`src/rtl/core/upc_pkg.sv`:
```
`default_nettype none

package upc_pkg;

  localparam logic [7:0] CHAR_PCT   = 8'h25;
  localparam logic [7:0] CHAR_PLUS  = 8'h2B;
  localparam logic [7:0] CHAR_SPACE = 8'h20;

  // command queue between front and back; depth is a power of two
  localparam int CMD_DEPTH = 2;
  localparam int CMD_PTR_W = (CMD_DEPTH > 1) ? $clog2(CMD_DEPTH) : 1;
  localparam int CMD_CNT_W = $clog2(CMD_DEPTH + 1);

  typedef struct packed {
    logic [7:0] byte_in;
    logic       end_of_string;
  } in_item_t;

  typedef struct packed {
    logic [7:0] byte_out;
    logic       last_out;
    logic       bad_escape;
  } out_item_t;

  // one classified item: a single word, or a three-word escape of byte_val
  typedef struct packed {
    logic [7:0] byte_val;
    logic       last;
    logic       err;
    logic       triple;
  } cmd_t;

  function automatic logic is_reserved(input logic [7:0] b);
    logic hit;
    begin
      case (b)
        8'h25, 8'h21, 8'h23, 8'h24, 8'h26, 8'h27, 8'h28, 8'h29, 8'h2A,
        8'h2C, 8'h2F, 8'h3A, 8'h3B, 8'h3D, 8'h3F, 8'h40, 8'h5B, 8'h5D: hit = 1'b1;
        default: hit = 1'b0;
      endcase
      return hit;
    end
  endfunction

  // upper-case hex character of a nibble
  function automatic logic [7:0] hex_char(input logic [3:0] n);
    logic [7:0] c;
    begin
      if (n < 4'd10) begin
        c = {4'h3, n};
      end else begin
        c = 8'h37 + {4'h0, n};
      end
      return c;
    end
  endfunction

  // {valid, nibble} of an upper-case hex character
  function automatic logic [4:0] hex_val(input logic [7:0] d);
    logic [4:0] r;
    begin
      if (d >= 8'h30 && d <= 8'h39) begin
        r = {1'b1, d[3:0]};
      end else if (d >= 8'h41 && d <= 8'h46) begin
        r = {1'b1, d[3:0] + 4'd9};
      end else begin
        r = 5'd0;
      end
      return r;
    end
  endfunction

endpackage

`default_nettype wire

```
`src/rtl/core/upc_front.sv`:
```
`default_nettype none

module upc_front (
  input  wire                 clk,
  input  wire                 rst,
  input  wire                 mode_we,
  input  wire                 mode_wdata,
  input  wire                 accept,
  input  upc_pkg::in_item_t   item,
  output logic                cmd_wr,
  output upc_pkg::cmd_t       cmd
);
  import upc_pkg::*;

  localparam logic [1:0] PH_IDLE   = 2'd0;
  localparam logic [1:0] PH_FIRST  = 2'd1;
  localparam logic [1:0] PH_SECOND = 2'd2;

  logic       mode;
  logic [1:0] phase;
  logic [1:0] phase_next;
  logic [7:0] first_digit;
  logic [7:0] first_digit_next;
  logic       have;
  logic [4:0] hv1;
  logic [4:0] hv2;
  logic [7:0] decoded;
  logic       known;

  always_comb begin
    hv1     = hex_val(first_digit);
    hv2     = hex_val(item.byte_in);
    decoded = {hv1[3:0], hv2[3:0]};
    known   = hv1[4] && hv2[4] && is_reserved(decoded);
  end

  always_comb begin
    phase_next       = phase;
    first_digit_next = first_digit;
    have             = 1'b0;
    cmd.byte_val     = item.byte_in;
    cmd.last         = item.end_of_string;
    cmd.err          = 1'b0;
    cmd.triple       = 1'b0;
    if (!mode) begin
      phase_next       = PH_IDLE;
      first_digit_next = 8'd0;
      have             = 1'b1;
      if (is_reserved(item.byte_in)) begin
        cmd.triple = 1'b1;
      end else if (item.byte_in == CHAR_SPACE) begin
        cmd.byte_val = CHAR_PLUS;
      end
    end else begin
      unique case (phase)
        PH_FIRST: begin
          first_digit_next = item.byte_in;
          phase_next       = PH_SECOND;
        end
        PH_SECOND: begin
          have             = 1'b1;
          cmd.byte_val     = known ? decoded : 8'd0;
          cmd.err          = !known;
          phase_next       = PH_IDLE;
          first_digit_next = 8'd0;
        end
        default: begin
          if (item.byte_in == CHAR_PCT) begin
            phase_next = PH_FIRST;
          end else if (item.byte_in == CHAR_PLUS) begin
            have         = 1'b1;
            cmd.byte_val = CHAR_SPACE;
          end else begin
            have = 1'b1;
          end
        end
      endcase
      // escape cut off by the end of the string
      if (item.end_of_string && phase_next != PH_IDLE) begin
        have         = 1'b1;
        cmd.byte_val = 8'd0;
        cmd.err      = 1'b1;
      end
    end
    if (item.end_of_string) begin
      phase_next       = PH_IDLE;
      first_digit_next = 8'd0;
    end
  end

  assign cmd_wr = accept && have;

  always_ff @(posedge clk) begin
    if (rst) begin
      mode        <= 1'b0;
      phase       <= PH_IDLE;
      first_digit <= 8'd0;
    end else if (mode_we) begin
      mode        <= mode_wdata;
      phase       <= PH_IDLE;
      first_digit <= 8'd0;
    end else if (accept) begin
      phase       <= phase_next;
      first_digit <= first_digit_next;
    end
  end

  a_encode_no_escape: assert property (@(posedge clk) disable iff (rst)
    (accept && !mode && !mode_we) |=> (phase == PH_IDLE))
    else $error("escape state left set in encode mode");

endmodule

`default_nettype wire

```
`src/rtl/core/upc_queue.sv`:
```
`default_nettype none

module upc_queue (
  input  wire            clk,
  input  wire            rst,
  input  wire            wr,
  input  upc_pkg::cmd_t  wr_cmd,
  output logic           full,
  input  wire            rd,
  output logic           head_valid,
  output upc_pkg::cmd_t  head
);
  import upc_pkg::*;

  cmd_t                 mem [CMD_DEPTH];
  logic [CMD_PTR_W-1:0] wr_ptr;
  logic [CMD_PTR_W-1:0] rd_ptr;
  logic [CMD_CNT_W-1:0] count;
  logic                 do_wr;
  logic                 do_rd;

  assign full       = (count == CMD_CNT_W'(CMD_DEPTH));
  assign head_valid = (count != '0);
  assign head       = mem[rd_ptr];
  assign do_wr      = wr && !full;
  assign do_rd      = rd && head_valid;

  always_ff @(posedge clk) begin
    if (do_wr) begin
      mem[wr_ptr] <= wr_cmd;
    end
  end

  always_ff @(posedge clk) begin
    if (rst) begin
      wr_ptr <= '0;
      rd_ptr <= '0;
      count  <= '0;
    end else begin
      if (do_wr) begin
        wr_ptr <= (wr_ptr == CMD_PTR_W'(CMD_DEPTH - 1)) ? '0 : wr_ptr + 1'b1;
      end
      if (do_rd) begin
        rd_ptr <= (rd_ptr == CMD_PTR_W'(CMD_DEPTH - 1)) ? '0 : rd_ptr + 1'b1;
      end
      if (do_wr && !do_rd) begin
        count <= count + 1'b1;
      end else if (do_rd && !do_wr) begin
        count <= count - 1'b1;
      end
    end
  end

  a_no_overflow: assert property (@(posedge clk) disable iff (rst)
    wr |-> !full)
    else $error("command written into a full queue");

endmodule

`default_nettype wire

```
`src/rtl/core/upc_back.sv`:
```
`default_nettype none

module upc_back (
  input  wire                 clk,
  input  wire                 rst,
  input  wire                 head_valid,
  input  upc_pkg::cmd_t       head,
  output logic                head_rd,
  output logic                empty,
  input  wire                 pop,
  output upc_pkg::out_item_t  result
);
  import upc_pkg::*;

  localparam logic [1:0] WORD_PCT = 2'd0;
  localparam logic [1:0] WORD_HI  = 2'd1;
  localparam logic [1:0] WORD_LO  = 2'd2;

  logic       out_valid;
  out_item_t  out_word;
  out_item_t  word_next;
  logic [1:0] idx;
  logic       load;
  logic       final_word;

  always_comb begin
    unique case (idx)
      WORD_PCT: word_next.byte_out = head.triple ? CHAR_PCT : head.byte_val;
      WORD_HI:  word_next.byte_out = hex_char(head.byte_val[7:4]);
      default:  word_next.byte_out = hex_char(head.byte_val[3:0]);
    endcase
    final_word            = !head.triple || (idx == WORD_LO);
    word_next.last_out    = head.last && final_word;
    word_next.bad_escape  = head.err;
  end

  // advance when the output register is free or being drained
  assign load    = head_valid && (!out_valid || pop);
  assign head_rd = load && final_word;
  assign empty   = !out_valid;
  assign result  = out_word;

  always_ff @(posedge clk) begin
    if (load) begin
      out_word <= word_next;
    end
  end

  always_ff @(posedge clk) begin
    if (rst) begin
      out_valid <= 1'b0;
      idx       <= WORD_PCT;
    end else begin
      if (load) begin
        out_valid <= 1'b1;
      end else if (pop) begin
        out_valid <= 1'b0;
      end
      if (load) begin
        idx <= final_word ? WORD_PCT : idx + 1'b1;
      end
    end
  end

  a_mid_escape: assert property (@(posedge clk) disable iff (rst)
    (idx != WORD_PCT) |-> (head_valid && head.triple))
    else $error("escape word index advanced without a three-word command");

  a_err_zero: assert property (@(posedge clk) disable iff (rst)
    (out_valid && out_word.bad_escape) |-> (out_word.byte_out == 8'd0))
    else $error("bad escape word carries a non-zero byte");

endmodule

`default_nettype wire

```
`src/rtl/core/url_percent_codec.sv`:
```
`default_nettype none
// Channel   Direction  Handshake           Payload
// item      in         push / full         in_item_t  {byte_in, end_of_string}
// result    out        pop / empty         out_item_t {byte_out, last_out, bad_escape}
// mode      in         mode_we             mode_wdata (0 encode, 1 decode)
//
// Each input word is classified in the cycle it is accepted; one that completes
// a character is queued as a command. The back end emits one result word per cycle
// while results are popped: one per command, three for an encoded reserved byte.
// A two-entry command queue and the output register let either side stall alone.
// Synchronous reset sets encode mode and clears the escape state, queue and output.

module url_percent_codec (
  input  wire                 clk,
  input  wire                 rst,
  input  wire                 push,
  output logic                full,
  input  upc_pkg::in_item_t   item,
  output logic                empty,
  input  wire                 pop,
  output upc_pkg::out_item_t  result,
  input  wire                 mode_we,
  input  wire                 mode_wdata
);
  import upc_pkg::*;

  logic cmd_wr;
  cmd_t cmd;
  logic head_valid;
  cmd_t head;
  logic head_rd;

  upc_front u_front (
    .clk        (clk),
    .rst        (rst),
    .mode_we    (mode_we),
    .mode_wdata (mode_wdata),
    .accept     (push && !full),
    .item       (item),
    .cmd_wr     (cmd_wr),
    .cmd        (cmd)
  );

  upc_queue u_queue (
    .clk        (clk),
    .rst        (rst),
    .wr         (cmd_wr),
    .wr_cmd     (cmd),
    .full       (full),
    .rd         (head_rd),
    .head_valid (head_valid),
    .head       (head)
  );

  upc_back u_back (
    .clk        (clk),
    .rst        (rst),
    .head_valid (head_valid),
    .head       (head),
    .head_rd    (head_rd),
    .empty      (empty),
    .pop        (pop),
    .result     (result)
  );

endmodule

`default_nettype wire
```
`config.mk`:
```
export PLATFORM = sky130hd
export DESIGN_NAME = url_percent_codec
export DESIGN_NICKNAME = d
export VERILOG_FILES = /design/src/rtl/core/upc_pkg.sv /design/src/rtl/core/upc_front.sv /design/src/rtl/core/upc_queue.sv /design/src/rtl/core/upc_back.sv /design/src/rtl/core/url_percent_codec.sv
export SDC_FILE = /design/constraint.sdc
export NUM_CORES = 1
export LEC_CHECK = 0
export BUFFER_PORTS_ARGS = -buffer_cell sky130_fd_sc_hd__buf_2
export CAP_MARGIN = 20
export CORE_ASPECT_RATIO = 1.1
export CORE_MARGIN = 5
export CORE_UTILIZATION = 40
export DETAILED_ROUTE_END_ITERATION = 6
export GPL_TIMING_DRIVEN = 1
export PLACE_DENSITY = 0.62
export SYNTH_ARGS = -nofsm -noshare
export SYNTH_HDL_FRONTEND = slang
export SYNTH_SLANG_ARGS = --single-unit
```
`constraint.sdc`:
```
create_clock -name clk -period 4.6 [get_ports clk]
set_input_delay 0.46 -clock clk [delete_from_list [all_inputs] [get_ports clk]]
set_output_delay 0.46 -clock clk [all_outputs]
set_load 0.005 [all_outputs]
```
# Yosys cells after proc, flatten, opt, wreduce, memory -nomap -nowiden
# Memory sizes are Yosys's and may differ from the RTL's. A register that Yosys moved wholly into a read port is not among the register bits.
# Cells that the tools add are included.
# word_totals
word_cells	155
memories	1
regBits	28
ram_bits	22
output_inout_bits	12
# op_classes
n_addsub	9
order_cmp	10
reduce_logical	33
eq_ne	44
n_mux	47
# memory_table
memory	words	word_bits	read_ports	rd_clocked_by_memory_dff	wr	line_no	text
u_queue.mem	2	11	1	1	1	upc_queue.sv:15	cmd_t mem [CMD_DEPTH];
# ops
op	n
$eq A8 B6 Y1 const B	32
$mux W8	12
$eq A8 B7 Y1 const B	6
$pmux W8 S2	3
$reduce_or A18 Y1	2
$mux W5	4
$mux W1	19
$ge A8 B6 Y1 const B	2
$ge A8 B7 Y1 const B	2
$le A8 B6 Y1 const B	2
$le A8 B7 Y1 const B	2
$logic_and A1 B1 Y1	16
$add A6 B4 Y7 const A	2
$mux W2	7
$add A4 B4 Y4 const B	2
$lt A4 B4 Y1 const B	2
$reduce_bool A2 Y1	4
$eq A2 B2 Y1 const B	3
$logic_not A1 Y1	6
$add A2 B1 Y2 const B	2
$eq A2 B1 Y1 const B	2
$ne A4 B4 Y1 const B	1
$pmux W2 S2	1
$add A1 B1 Y1 const B	2
other kinds (6)	7

# Longest topological paths before layout
# Gate-level depths: netlist of the first run.
# logic_depth
depth_word	14
mapped_depth	11
mapped_depth_nobuf	10

# Hierarchy
# A second synthesis of the first run with hierarchy kept.
# unflattened
hier_cells	350
area_unflattened_um2	3260.6
# by_module_without_submodules
mod	area_each_um2	cells_each	seq_area_each_um2	n_inst
upc_front	1442.6	201	220.2	1
upc_queue	1009.7	59	760.7	1
upc_back	794.5	89	360.3	1
url_percent_codec	13.8	1	0.0	1

# Worst setup path before layout of the first run
# Ideal clock, no wire load.
# synth_path
path_kind	in2reg
from	input item[2] (netlist bit)
to	memory u_queue.mem[0][4] (netlist bit), data pin
setup_time_ns	0.192
path_stages	11
required_time_ns	4.408
setup_slack_ns	1.470
path_buffers	2
arrival_time_ns	2.938
path_cell_list	clkbuf_1 > inv_1 > ha_1 > or4b_1 > o2111a_1 > buf_6 > a32oi_4 > o21ba_4 > o31ai_4 > nand3_4 > o41ai_2
# synth_rtl
item	line_no	text
from (decl)	url_percent_codec.sv:18	input upc_pkg::in_item_t item,
to (decl)	upc_queue.sv:15	

==> results of run 1 <==
registers in the layout, indices dropped and copies added, names as in the netlist, named ones only:
signal,count
u_back.result,10
u_front.phase,2
u_queue.mem,22
u_back.idx,2
u_queue.wr_ptr,1
u_queue.count,2
u_front.mode,1
u_front.first_digit,8
u_queue.rd_ptr,1
u_back.out_valid,1
layout by cell type (no fill, tap or decap), drive strengths merged, types with 3 or more instances in the layout:
cell / n
a21oi: 23
dfxtp: 19
xnor2: 3
a21o: 4
o21ai: 18
nor3: 4
nor2: 43
nand3: 9
clkbuf: 6
and3: 4
o211ai: 7
nand2b: 8
ha: 15
nor3b: 5
a22oi: 14
nor2b: 4
and2: 3
o21a: 6
a31oi: 4
or3: 5
xor2: 5
mux2i: 12
nand2: 31
o41ai: 5
inv: 18
buf: 29
edfxtp: 32
per-stage QoR:
| step | cell area, um2 | setup WS (ns) |
|---|---|---|
| floorplan | 3430 | 1.47 |
| global placement | 3610 | 1.26 |
| detailed placement | 3610 | 1.15 |
| CTS | 3720 | 1.44 |
| global route | 3720 | 1.20 |
| finish | 3720 | 1.43 |
worst max-delay path, delay by kind of cell:
| kind | cells | cell delay [ns] |
|---|---|---|
| adder cells (fa/ha/maj) | 1 | 0.30 |
| AO/OA/AOI/OAI | 3 | 1.21 |
| buffers and inverters | 2 | 0.39 |
| AND/OR/NAND/NOR | 4 | 0.90 |
final timing paths:
kind	start	end	slack [ns]	depth (start not counted)
setup / recovery	item[1]	u_queue.mem[1][4]	1.43	10
hold / removal	mode_wdata	u_front.mode	0.39	3
setup reg to reg	u_front.first_digit[0]	u_queue.mem[1][4]	1.43	9
hold reg to reg	u_queue.rd_ptr	register	0.51	2
where the power goes:
group / internal (mW) / switching (mW)
sequential: 0.622 / 0.0581
combinational: 0.235 / 0.328
clock: 0.142 / 0.150
kinds of logic (layout without fill, tap and decap cells):
| logic type | Yosys count | in the layout | share of synthesized area [%] |
|---|---|---|---|
| DFF | 51 | 51 | 39.1 |
| xor gates and xnor gates | 8 | 8 | 2.04 |
| muxes | 14 | 14 | 4.16 |
| and+or+nand+nor | 127 | 127 | 19.3 |
| adders and majority gates | 15 | 15 | 5.48 |
| AOI/OAI and AO/OA | 111 | 111 | 25.0 |
| buffers and inverters | 38 | 54 | 4.89 |
layout make-up:
| class | instances | area share (%) |
|---|---|---|
| Inverter | 17 | 1.71 |
| Tap cell | 111 | 3.73 |
| Clock buffer | 6 | 2.52 |
| Multi-Input combinational cell | 275 | 51.5 |
| Sequential cell | 51 | 36.0 |
| Timing Repair Buffer | 29 | 4.10 |
| Clock inverter | 2 | 0.437 |
layer usage:
metal | wire length [um] | part of all wire (%)
met5 | 0 | 0
met4 | 353 | 4.4
met2 | 4020 | 50
met3 | 272 | 3.4
met1 | 3400 | 42
==> impl_table.tex, run 1 <==
\begin{tabular}{lr}
\hline
Metric & Value \\
\hline
\multicolumn{2}{l}{\textbf{Logic synthesis}} \\
Most frequent cell after synthesis & sky130\_fd\_sc\_hd\_\_nor2\_1 \\
Cell count after synthesis & 364 \\
Synth cell count leaders & sky130\_fd\_sc\_hd\_\_nor2\_1, sky130\_fd\_sc\_hd\_\_edfxtp\_1, sky130\_fd\_sc\_hd\_\_nand2\_1 \\
Fraction of registers with async set/reset & 0\% \\
Synth Register Bits & 51 \\
Top cells by area, synth & sky130\_fd\_sc\_hd\_\_edfxtp\_1, sky130\_fd\_sc\_hd\_\_dfxtp\_1, sky130\_fd\_sc\_hd\_\_ha\_1 \\
Share of Yosys cell area claimed by the top area cell type & 28.0\% \\
Count of flip-flops with a built-in enable after synthesis & 32 \\
Syn Nets & 394 \\
Warning count from the yosys run & 0 \\
Cell accounting for the most synthesized area & sky130\_fd\_sc\_hd\_\_edfxtp\_1 \\
Netlist area before placement & 3430 um2 \\
Unique cell type count in the Yosys netlist & 63 \\
Primary flip-flop cell chosen by synthesis mapping & sky130\_fd\_sc\_hd\_\_edfxtp\_1 \\
Mean Syn Cell Area & 9.41 um2 \\
Proportion of synthesized chip area in sequential cells & 39.1\% \\
\multicolumn{2}{l}{\textbf{STA}} \\
Final critical-path share of the clock period & 69.0\% \\
Slew at the pin with the worst max-slew slack & 0.712 ns \\
Max Slew Vio Count & 0 \\
Worst hold slack & 0.392 ns \\
Final Hold Vio Count & 0 \\
Min Clock Period, post-route & 3.17 ns \\
Final total negative setup slack & 0 ns \\
Max Fclk & 0.315 GHz \\
Worst slew margin relative to its limit & 52.5\% \\
Total of endpoints with negative setup slack in the final report & 0 \\
Setup repair after global routing missed its margin & no \\
Setup Skew & 0.0106 ns \\
\multicolumn{2}{l}{\textbf{Final layout}} \\
Area of combinational cells with multiple inputs & 1920 um2 \\
\# fillers & 825 \\
Ant diodes & 0 \\
Core occupancy in the finished layout & 44.5\% \\
Storage element area & 1340 um2 \\
Fin nets & 409 \\
Final cell count without fillers & 491 \\
Fraction of final layout cells with drive strength greater than 1 & 14.7\% \\
Post-synthesis to final-layout area growth & 8.69\% \\
\multicolumn{2}{l}{\textbf{Global routing}} \\
Largest net degree at the start of global routing & 27 \\
M1 GR Usage & 18.0\% \\
Most congested layer reported by global routing & met2 \\
Number of global-route vias before repair & 2778 \\
Number of antenna violations at the first check in global routing & 0 \\
Gr usage total & 15.6\% \\
Wire length of the first global-routing pass & 13500 um \\
Overflow left after global routing & 0 \\
GR Layer Usage met2 & 27.8\% \\
Met3 track demand over resource & 2.21\% \\
\multicolumn{2}{l}{\textbf{Setup path}} \\
Worst path max stage delay & 0.53 ns \\
Crit Path Class & primary input to register \\
CP max-delay cell & sky130\_fd\_sc\_hd\_\_o32ai\_1 \\
Crit-path cells & buf\_2 > inv\_1 > ha\_1 > or4b\_1 > o2111a\_1 > nor2\_2 > nor4b\_1 > o32ai\_1 > nand3\_4 > o41ai\_2 \\
Endpoint class of the critical path & register \\
Kind of start point of the critical path & primary input \\
Crit path required time & 4.70 ns \\
Data arrival, critical path & 3.27 ns \\
Worst-path maximum fanout & 19 \\
\multicolumn{2}{l}{\textbf{Drt}} \\
Detailed-route DRC error count & 0 \\
Number of nets with antenna violations after routing & 0 \\
Final wirelength & 8050 um \\
Detailed-routing iteration count for the pre-antenna-repair pass & 4 \\
Detail-routed via count per cell & 5.66 \\
Initial detailed-routing violation count & 127 \\
Routed length per placed instance & 16.4 um \\
Via count of the routed design & 2779 \\
\multicolumn{2}{l}{\textbf{Floorplan}} \\
Die footprint & 10500 um2 \\
Area inside the core boundary & 8360 um2 \\
Top Ports & 27 \\
Initial standard-cell utilization of the core & 41.0\% \\
Num rows & 35 \\
Width of the chip & 98.3 um \\
Vertical extent of the die & 107 um \\
\multicolumn{2}{l}{\textbf{Power}} \\
IR drop worst, VDD & 0.135 mV \\
PD cells & 412 nW/um2 \\
Leakage power of the design & 1.34 nW \\
Total design power & 1.53 mW \\
\multicolumn{2}{l}{\textbf{Clock network}} \\
Total of cells resized after clock tree synthesis & 0 \\
CTS Buf Count & 5 \\
Number of sinks on the clock net & 51 \\
Maximum number of buffers from clock root to sink & 2 \\
Setup Fix Bufs, Post-CTS & 0 \\
Root buffer cell & sky130\_fd\_sc\_hd\_\_clkbuf\_8 \\
Hold buffer count at cts & 0 \\
Max H-tree Level & 2 \\
Clock edge transition at the registers on the reported setup and hold paths & 0.09 ns \\
Skew-Pair Late Insertion Delay & 0.31 ns \\
Clock tree from TritonCTS & built \\
\multicolumn{2}{l}{\textbf{Place}} \\
Placed Instances & 483 \\
Sum of net half-perimeters after detailed placement & 6160 um \\
Number of I/O port buffers & 26 \\
RePlAce Congestion & 0.966 \\
\multicolumn{2}{l}{\textbf{Outcome}} \\
Result of the run & complete, no violations \\
\multicolumn{2}{l}{\textbf{Run}} \\
Max-capacitance violation count & 0 \\
\multicolumn{2}{l}{\textbf{Hold path}} \\
Type of the most critical hold path & primary input to register \\
\hline
\end{tabular}
No activity file was read; power rests on OpenSTA's default activity.
==> inputs of run 2 (changes only) <==
PLACE_DENSITY = 0.64   (was 0.62)
clock period = 2.85 ns   (was 4.6 ns; I/O delays follow)
==> run 2 against run 1 <==
Cell count is 5.9% higher. Clock skew is 0.0011 ns higher. Power increased by 64%. Critical path type is now register to register.
==> impl_table.tex, run 2 (synthesis gave the netlist of run 1 again) <==
\begin{tabular}{lr}
\hline
Metric & Value \\
\hline
\multicolumn{2}{l}{\textbf{Outcome}} \\
Result of the run & complete, no violations \\
\multicolumn{2}{l}{\textbf{Power}} \\
PD cells & 638 nW/um2 (+55\%) \\
IR drop worst, VDD & 0.204 mV (+51\%) \\
Leakage power of the design & 1.49 nW (+12\%) \\
\multicolumn{2}{l}{\textbf{Floorplan}} \\
Width of the chip & 98.3 um (unchanged) \\
Top Ports & 27 (unchanged) \\
Initial standard-cell utilization of the core & 41.0\% (unchanged) \\
Num rows & 35 (unchanged) \\
Area inside the core boundary & 8360 um2 (unchanged) \\
Die footprint & 10500 um2 (unchanged) \\
Vertical extent of the die & 107 um (unchanged) \\
\multicolumn{2}{l}{\textbf{Setup path}} \\
Kind of start point of the critical path & register \\
Worst-path maximum fanout & 7 (-12) \\
Endpoint class of the critical path & register \\
Crit path required time & 2.94 ns (-1.76 ns) \\
Crit Path Class & register to register \\
Data arrival, critical path & 2.75 ns (-0.52 ns) \\
\multicolumn{2}{l}{\textbf{Global routing}} \\
Overflow left after global routing & 0 (unchanged) \\
Wire length of the first global-routing pass & 13300 um (-0.98\%) \\
Largest net degree at the start of global routing & 25 (-7.4\%) \\
Gr usage total & 15.2\% (-0.41 points) \\
Number of global-route vias before repair & 2856 (+2.8\%) \\
Number of antenna violations at the first check in global routing & 0 (unchanged) \\
\multicolumn{2}{l}{\textbf{STA}} \\
Max Slew Vio Count & 0 (unchanged) \\
Max Fclk & 0.376 GHz \\
Final critical-path share of the clock period & 93.3\% \\
Total of endpoints with negative setup slack in the final report & 0 (unchanged) \\
Final Hold Vio Count & 0 (unchanged) \\
Setup Skew & 0.0117 ns (+0.00109 ns) \\
Slew at the pin with the worst max-slew slack & 0.538 ns (-0.174 ns) \\
Worst slew margin relative to its limit & 63.7\% (+11 points) \\
Setup repair after global routing missed its margin & no \\
Min Clock Period, post-route & 2.66 ns \\
\multicolumn{2}{l}{\textbf{Clock network}} \\
Max H-tree Level & 2 (unchanged) \\
Root buffer cell & sky130\_fd\_sc\_hd\_\_clkbuf\_8 \\
Skew-Pair Late Insertion Delay & 0.30 ns (about the same) \\
Clock tree from TritonCTS & built \\
Maximum number of buffers from clock root to sink & 2 (unchanged) \\
Number of sinks on the clock net & 51 (unchanged) \\
CTS Buf Count & 5 (unchanged) \\
Hold buffer count at cts & 0 (unchanged) \\
Clock edge transition at the registers on the reported setup and hold paths & 0.09 ns (about the same) \\
\multicolumn{2}{l}{\textbf{Final layout}} \\
Fin nets & 438 (+7.1\%) \\
Most frequent standard cell in the layout excluding fill and tap cells & sky130\_fd\_sc\_hd\_\_nor2\_1 \\
Area of combinational cells with multiple inputs & 1930 um2 (+0.46\%) \\
Biggest register & u\_queue.mem \\
Top library cells by usage in the layout, fill and taps aside & sky130\_fd\_sc\_hd\_\_nor2\_1, sky130\_fd\_sc\_hd\_\_buf\_4, sky130\_fd\_sc\_hd\_\_edfxtp\_1 \\
Fraction of final layout cells with drive strength greater than 1 & 21.3\% (+6.5 points) \\
Ant diodes & 0 (unchanged) \\
Storage element area & 1340 um2 (unchanged) \\
Final cell count without fillers & 520 (+5.9\%) \\
Largest register FFs & 22 (unchanged) \\
Post-synthesis to final-layout area growth & 15.4\% \\
\# fillers & 800 (-3.0\%) \\
Core occupancy in the finished layout & 47.3\% (+2.7 points) \\
\multicolumn{2}{l}{\textbf{Place}} \\
RePlAce Congestion & 0.893 (-7.5\%) \\
Sum of net half-perimeters after detailed placement & 5960 um (-3.4\%) \\
Number of I/O port buffers & 26 (unchanged) \\
Placed Instances & 511 (+5.8\%) \\
\multicolumn{2}{l}{\textbf{Drt}} \\
Detailed-routing iteration count for the pre-antenna-repair pass & 4 (unchanged) \\
Max Used Layer & met4 \\
Initial detailed-routing violation count & 131 (+3.1\%) \\
Number of nets with antenna violations after routing & 0 (unchanged) \\
Length of routed met3 wiring & 286 um (+5.1\%) \\
Detail-routed via count per cell & 5.57 (-1.7\%) \\
Final wirelength & 7730 um (-4.0\%) \\
Met2 wire length & 4060 um (+1.0\%) \\
Routed length per placed instance & 14.9 um (-9.3\%) \\
Via count of the routed design & 2894 (+4.1\%) \\
Post-route met1 wirelength & 3270 um (-3.9\%) \\
Detailed-route DRC error count & 0 (unchanged) \\
\multicolumn{2}{l}{\textbf{Run}} \\
Max-capacitance violation count & 0 (unchanged) \\
\multicolumn{2}{l}{\textbf{Hold path}} \\
Type of the most critical hold path & primary input to register \\
\hline
\end{tabular}
==> run 2: through the flow <==
| stage | area [um2] | power [mW] | TNS (ns) | setup slack, ns | hold WS (ns) |
|---|---|---|---|---|---|
| after floorplan | 3430 | 1.77 | 0 | 0.0209 | 0.384 |
| after global placement | 3820 | 2.05 | 0 | 0.122 | 0.486 |
| after detailed placement | 3820 | 2.07 | -0.0554 | -0.0277 | 0.508 |
| after CTS | 3940 | 2.55 | 0 | 0.0997 | 0.223 |
| after global routing | 3950 | 2.72 | 0 | 0.00405 | 0.225 |
| final | 3950 | 2.52 | 0 | 0.190 | 0.224 |
==> run 2: repair_timing <==
| action | CTS | global route |
|---|---|---|
| endpoints found under the setup margin | 2 | 5 |
| pin swaps | 0 | 1 |
| resized for setup | 1 | 1 |
| setup buffers | 0 | 1 |
==> run 2: path summary, 6_finish.rpt <==
path | startpoint | endpoint | slack (ns) | cells after the start
setup / recovery | u_front.first_digit[0] | u_queue.mem[1][4] | 0.19 | 10
hold reg to reg | u_back.out_valid | u_back.out_valid | 0.52 | 2
hold / removal | mode_wdata | u_front.mode | 0.22 | 3
setup reg to reg | u_front.first_digit[0] | u_queue.mem[1][4] | 0.19 | 10
==> run 2: layer usage <==
metal | track usage (%) | vias to the layer above
met3 | 1.82 | 9
met5 | 0 | -
met1 | 18.0 | 1375
met4 | 4.10 | 0
li1 | - | 1442
met2 | 28.9 | 68
==> run 2: cell type report <==
type / instances / area share (%)
Inverter: 17 / 1.61
Multi-Input combinational cell: 275 / 48.7
Clock buffer: 7 / 2.72
Sequential cell: 51 / 33.9
Tap cell: 111 / 3.51
Clock inverter: 1 / 0.127
Timing Repair Buffer: 58 / 9.37
==> run 2: power breakdown <==
group | switching, mW | internal [mW] | total (mW) | leakage (nW)
registers | 0.0743 | 1.00 | 1.08 | 0.456
logic | 0.556 | 0.421 | 0.977 | 0.975
clock network | 0.222 | 0.249 | 0.471 | 0.0594
total | 0.852 | 1.67 | 2.52 | 1.49
==> run 2: critical path: stages (launching register included) <==
cell	delay, ns
sky130_fd_sc_hd__dfxtp_1	0.39
sky130_fd_sc_hd__inv_1	0.06
sky130_fd_sc_hd__ha_1	0.23
sky130_fd_sc_hd__nor3b_2	0.18
sky130_fd_sc_hd__nor4_4	0.30
sky130_fd_sc_hd__mux2i_2	0.20
sky130_fd_sc_hd__nor4b_1	0.19
sky130_fd_sc_hd__o32ai_1	0.27
sky130_fd_sc_hd__buf_4	0.17
sky130_fd_sc_hd__nand3_4	0.12
sky130_fd_sc_hd__o41ai_2	0.35
==> inputs of run 3 (changes only) <==
PLACE_DENSITY = 0.62   (was 0.64)
==> run 3 against run 2 <==
Setup slack worse by 0.019 ns. Clock-buffer cell count is 2 lower. Cell count is 0.19% lower. Largest power group unchanged. Final area is 0.73% lower. Clock power is 5.3% lower. Highest routed layer unchanged.
==> impl_table.tex, run 3 (synthesis gave the netlist of run 1 again) <==
\begin{tabular}{lr}
\hline
Metric & Value \\
\hline
\multicolumn{2}{l}{\textbf{Outcome}} \\
Result of the run & complete, no violations \\
\multicolumn{2}{l}{\textbf{Setup path}} \\
Worst flop-to-flop path endpoint & u\_queue.mem[1][4] \\
CP max-delay cell & sky130\_fd\_sc\_hd\_\_a2111oi\_4 \\
Worst path max stage delay & 0.43 ns (+0.04 ns) \\
Crit path required time & 2.96 ns (+0.02 ns) \\
Kind of start point of the critical path & register \\
Reg2Reg Depth & 9 (-1) \\
Worst-path maximum fanout & 7 (unchanged) \\
Family with the most delay on the worst path & compound AO/OA/AOI/OAI gates \\
Endpoint class of the critical path & register \\
Crit-path cells & inv\_1 > ha\_1 > nor3b\_1 > nor4\_4 > a22oi\_1 > buf\_4 > a2111oi\_4 > nand3\_4 > o41ai\_2 \\
R2R setup slack & 0.17 ns (-0.02 ns) \\
Launch instance of the worst register-to-register path & u\_front.first\_digit[0] \\
Worst path bufs/invs & 2 (unchanged) \\
Data arrival, critical path & 2.79 ns (+0.04 ns) \\
Crit Path Class & register to register \\
\multicolumn{2}{l}{\textbf{Final layout}} \\
Post-synthesis to final-layout area growth & 14.5\% \\
Biggest register & u\_queue.mem \\
Most frequent standard cell in the layout excluding fill and tap cells & sky130\_fd\_sc\_hd\_\_nor2\_1 \\
Largest register FFs & 22 (unchanged) \\
Area of combinational cells with multiple inputs & 1920 um2 (-0.26\%) \\
Fin nets & 437 (-0.23\%) \\
Core occupancy in the finished layout & 46.9\% (-0.34 points) \\
Storage element area & 1340 um2 (unchanged) \\
Top library cells by usage in the layout, fill and taps aside & sky130\_fd\_sc\_hd\_\_nor2\_1, sky130\_fd\_sc\_hd\_\_edfxtp\_1, sky130\_fd\_sc\_hd\_\_nand2\_1, sky130\_fd\_sc\_hd\_\_buf\_4, sky130\_fd\_sc\_hd\_\_buf\_2 \\
Ant diodes & 0 (unchanged) \\
Fraction of final layout cells with drive strength greater than 1 & 20.8\% (-0.44 points) \\
\# fillers & 812 (+1.5\%) \\
\multicolumn{2}{l}{\textbf{STA}} \\
Worst hold slack & 0.228 ns (+0.00417 ns) \\
Final total negative setup slack & 0 ns (unchanged) \\
Final critical-path share of the clock period & 94.0\% (+0.67 points) \\
Worst Slack Setup Final & 0.171 ns (-0.0190 ns) \\
Max Slew Vio Count & 0 (unchanged) \\
Setup Skew & 0.00708 ns (-0.00459 ns) \\
Min Clock Period, post-route & 2.68 ns (+0.0190 ns) \\
Max Fclk & 0.373 GHz (-0.71\%) \\
Total of endpoints with negative setup slack in the final report & 0 (unchanged) \\
Worst slew margin relative to its limit & 55.6\% (-8.1 points) \\
Final Hold Vio Count & 0 (unchanged) \\
Slew at the pin with the worst max-slew slack & 0.665 ns (+0.127 ns) \\
Setup repair after global routing missed its margin & no \\
\multicolumn{2}{l}{\textbf{Global routing}} \\
Overflow left after global routing & 0 (unchanged) \\
Wire length of the first global-routing pass & 13700 um (+3.2\%) \\
Number of antenna violations at the first check in global routing & 0 (unchanged) \\
Number of global-route vias before repair & 2862 (+0.21\%) \\
Gr usage total & 15.8\% (+0.57 points) \\
Largest net degree at the start of global routing & 21 (-16\%) \\
\multicolumn{2}{l}{\textbf{Hold path}} \\
Cell depth of the worst hold path & 3 (unchanged) \\
Start point of the worst hold path & mode\_wdata \\
Type of the most critical hold path & primary input to register \\
Endpoint of the worst hold-timing path & u\_front.mode \\
\multicolumn{2}{l}{\textbf{Floorplan}} \\
Width of the chip & 98.3 um (unchanged) \\
Top Ports & 27 (unchanged) \\
Num rows & 35 (unchanged) \\
Area inside the core boundary & 8360 um2 (unchanged) \\
Initial standard-cell utilization of the core & 41.0\% (unchanged) \\
Vertical extent of the die & 107 um (unchanged) \\
Die footprint & 10500 um2 (unchanged) \\
\multicolumn{2}{l}{\textbf{Clock network}} \\
Hold buffer count at cts & 0 (unchanged) \\
Root buffer cell & sky130\_fd\_sc\_hd\_\_clkbuf\_8 \\
Max H-tree Level & 2 (unchanged) \\
CTS Buf Count & 5 (unchanged) \\
Clock edge transition at the registers on the reported setup and hold paths & 0.10 ns (about the same) \\
Skew-Pair Late Insertion Delay & 0.31 ns (about the same) \\
Number of sinks on the clock net & 51 (unchanged) \\
Maximum number of buffers from clock root to sink & 2 (unchanged) \\
Setup Fix Bufs, Post-CTS & 0 (unchanged) \\
Clock tree from TritonCTS & built \\
\multicolumn{2}{l}{\textbf{Place}} \\
Number of I/O port buffers & 26 (unchanged) \\
Sum of net half-perimeters after detailed placement & 6220 um (+4.5\%) \\
RePlAce Congestion & 0.893 (about the same) \\
Pre-CTS WS & 0.0134 ns (+0.0411 ns) \\
\multicolumn{2}{l}{\textbf{Drt}} \\
Post-route met1 wirelength & 3300 um (+0.89\%) \\
Routed length per placed instance & 15.7 um (+5.5\%) \\
Detail-routed via count per cell & 5.67 (+1.9\%) \\
Final wirelength & 8140 um (+5.3\%) \\
Met2 wire length & 4260 um (+4.9\%) \\
Detailed-route DRC error count & 0 (unchanged) \\
Detailed-routing iteration count for the pre-antenna-repair pass & 5 (+1) \\
Max Used Layer & met4 \\
Number of nets with antenna violations after routing & 0 (unchanged) \\
Length of routed met3 wiring & 328 um (+15\%) \\
Initial detailed-routing violation count & 126 (-3.8\%) \\
Via count of the routed design & 2942 (+1.7\%) \\
\multicolumn{2}{l}{\textbf{Power}} \\
IR drop worst, VDD & 0.265 mV (+30\%) \\
PD cells & 637 nW/um2 (-0.24\%) \\
Leakage power of the design & 1.47 nW (-1.5\%) \\
\multicolumn{2}{l}{\textbf{Run}} \\
Max-capacitance violation count & 0 (unchanged) \\
\hline
\end{tabular}
run 3: changes by cell type in the layout (fill, tap and decap cells not counted):
| cell | before | now |
|---|---|---|
| sky130_fd_sc_hd__clkinvlp_4 | 0 | 1 |
| sky130_fd_sc_hd__clkinv_2 | 1 | 0 |
| sky130_fd_sc_hd__o21ai_0 | 18 | 17 |
| sky130_fd_sc_hd__nor3b_1 | 4 | 5 |
| sky130_fd_sc_hd__inv_8 | 0 | 1 |
| sky130_fd_sc_hd__buf_4 | 32 | 31 |
| sky130_fd_sc_hd__clkbuf_16 | 1 | 0 |
| sky130_fd_sc_hd__o21ai_1 | 0 | 1 |
| sky130_fd_sc_hd__nor3b_2 | 1 | 0 |
| sky130_fd_sc_hd__inv_6 | 0 | 1 |
| sky130_fd_sc_hd__clkbuf_8 | 6 | 5 |
run 3: layer usage:
metal / vias up / global-route usage (%)
met5: - / 0
met2: 74 / 28.7
met4: 0 / 6.83
li1: 1440 / -
met3: 25 / 2.47
met1: 1403 / 18.3
run 3: how the worst max path moves through the flow:
| stage | startpoint | to | slack (ns) | depth (start not counted) |
|---|---|---|---|---|
| 3_5_place_dp | item[1] | u_queue.mem[0][4] | 0.01 | 10 |
| 6_report | u_front.first_digit[0] | u_queue.mem[1][4] | 0.17 | 9 |
| 4_1_cts | u_front.first_digit[1] | u_queue.mem[1][4] | 0.14 | 9 |
| 5_1_grt | u_front.first_digit[0] | u_queue.mem[1][4] | 0.004 | 9 |
| 2_1_floorplan | item[2] | u_queue.mem[0][4] | 0.02 | 11 |
| 3_3_place_gp | item[1] | u_queue.mem[0][4] | 0.1 | 10 |
run 3: cell type report:
class	count	share of cell area, %
Clock buffer	5	1.75
Clock inverter	3	0.701
Inverter	17	1.63
Multi-Input combinational cell	275	49.0
Sequential cell	51	34.2
Tap cell	111	3.54
Timing Repair Buffer	57	9.24
run 3: stage by stage:
step | std cells | total power, mW | cell area (um2)
floorplan | 364 | 1.77 | 3430
detailed placement | 511 | 2.07 | 3820
global placement | 511 | 2.05 | 3820
finish | 519 | 2.50 | 3930
CTS | 519 | 2.52 | 3920
global route | 519 | 2.69 | 3930
run 3: repair_timing:
action	in CTS	in global routing
setup endpoints to repair	0	12
hold endpoints to repair	0	0
gates resized for setup	0	2
run 3: worst min-delay path: stages:
cell	delay (ns)
sky130_fd_sc_hd__buf_2	0.08
sky130_fd_sc_hd__mux2i_1	0.05
sky130_fd_sc_hd__nor2_1	0.08
run 3: report_power, final:
group          total, mW  switching, mW  internal, mW  leakage, nW
Clock              0.446          0.263         0.182       0.0467
Combinational      0.957          0.541         0.416        0.966
Sequential          1.10         0.0948          1.00        0.456
Total               2.50          0.899          1.60         1.47
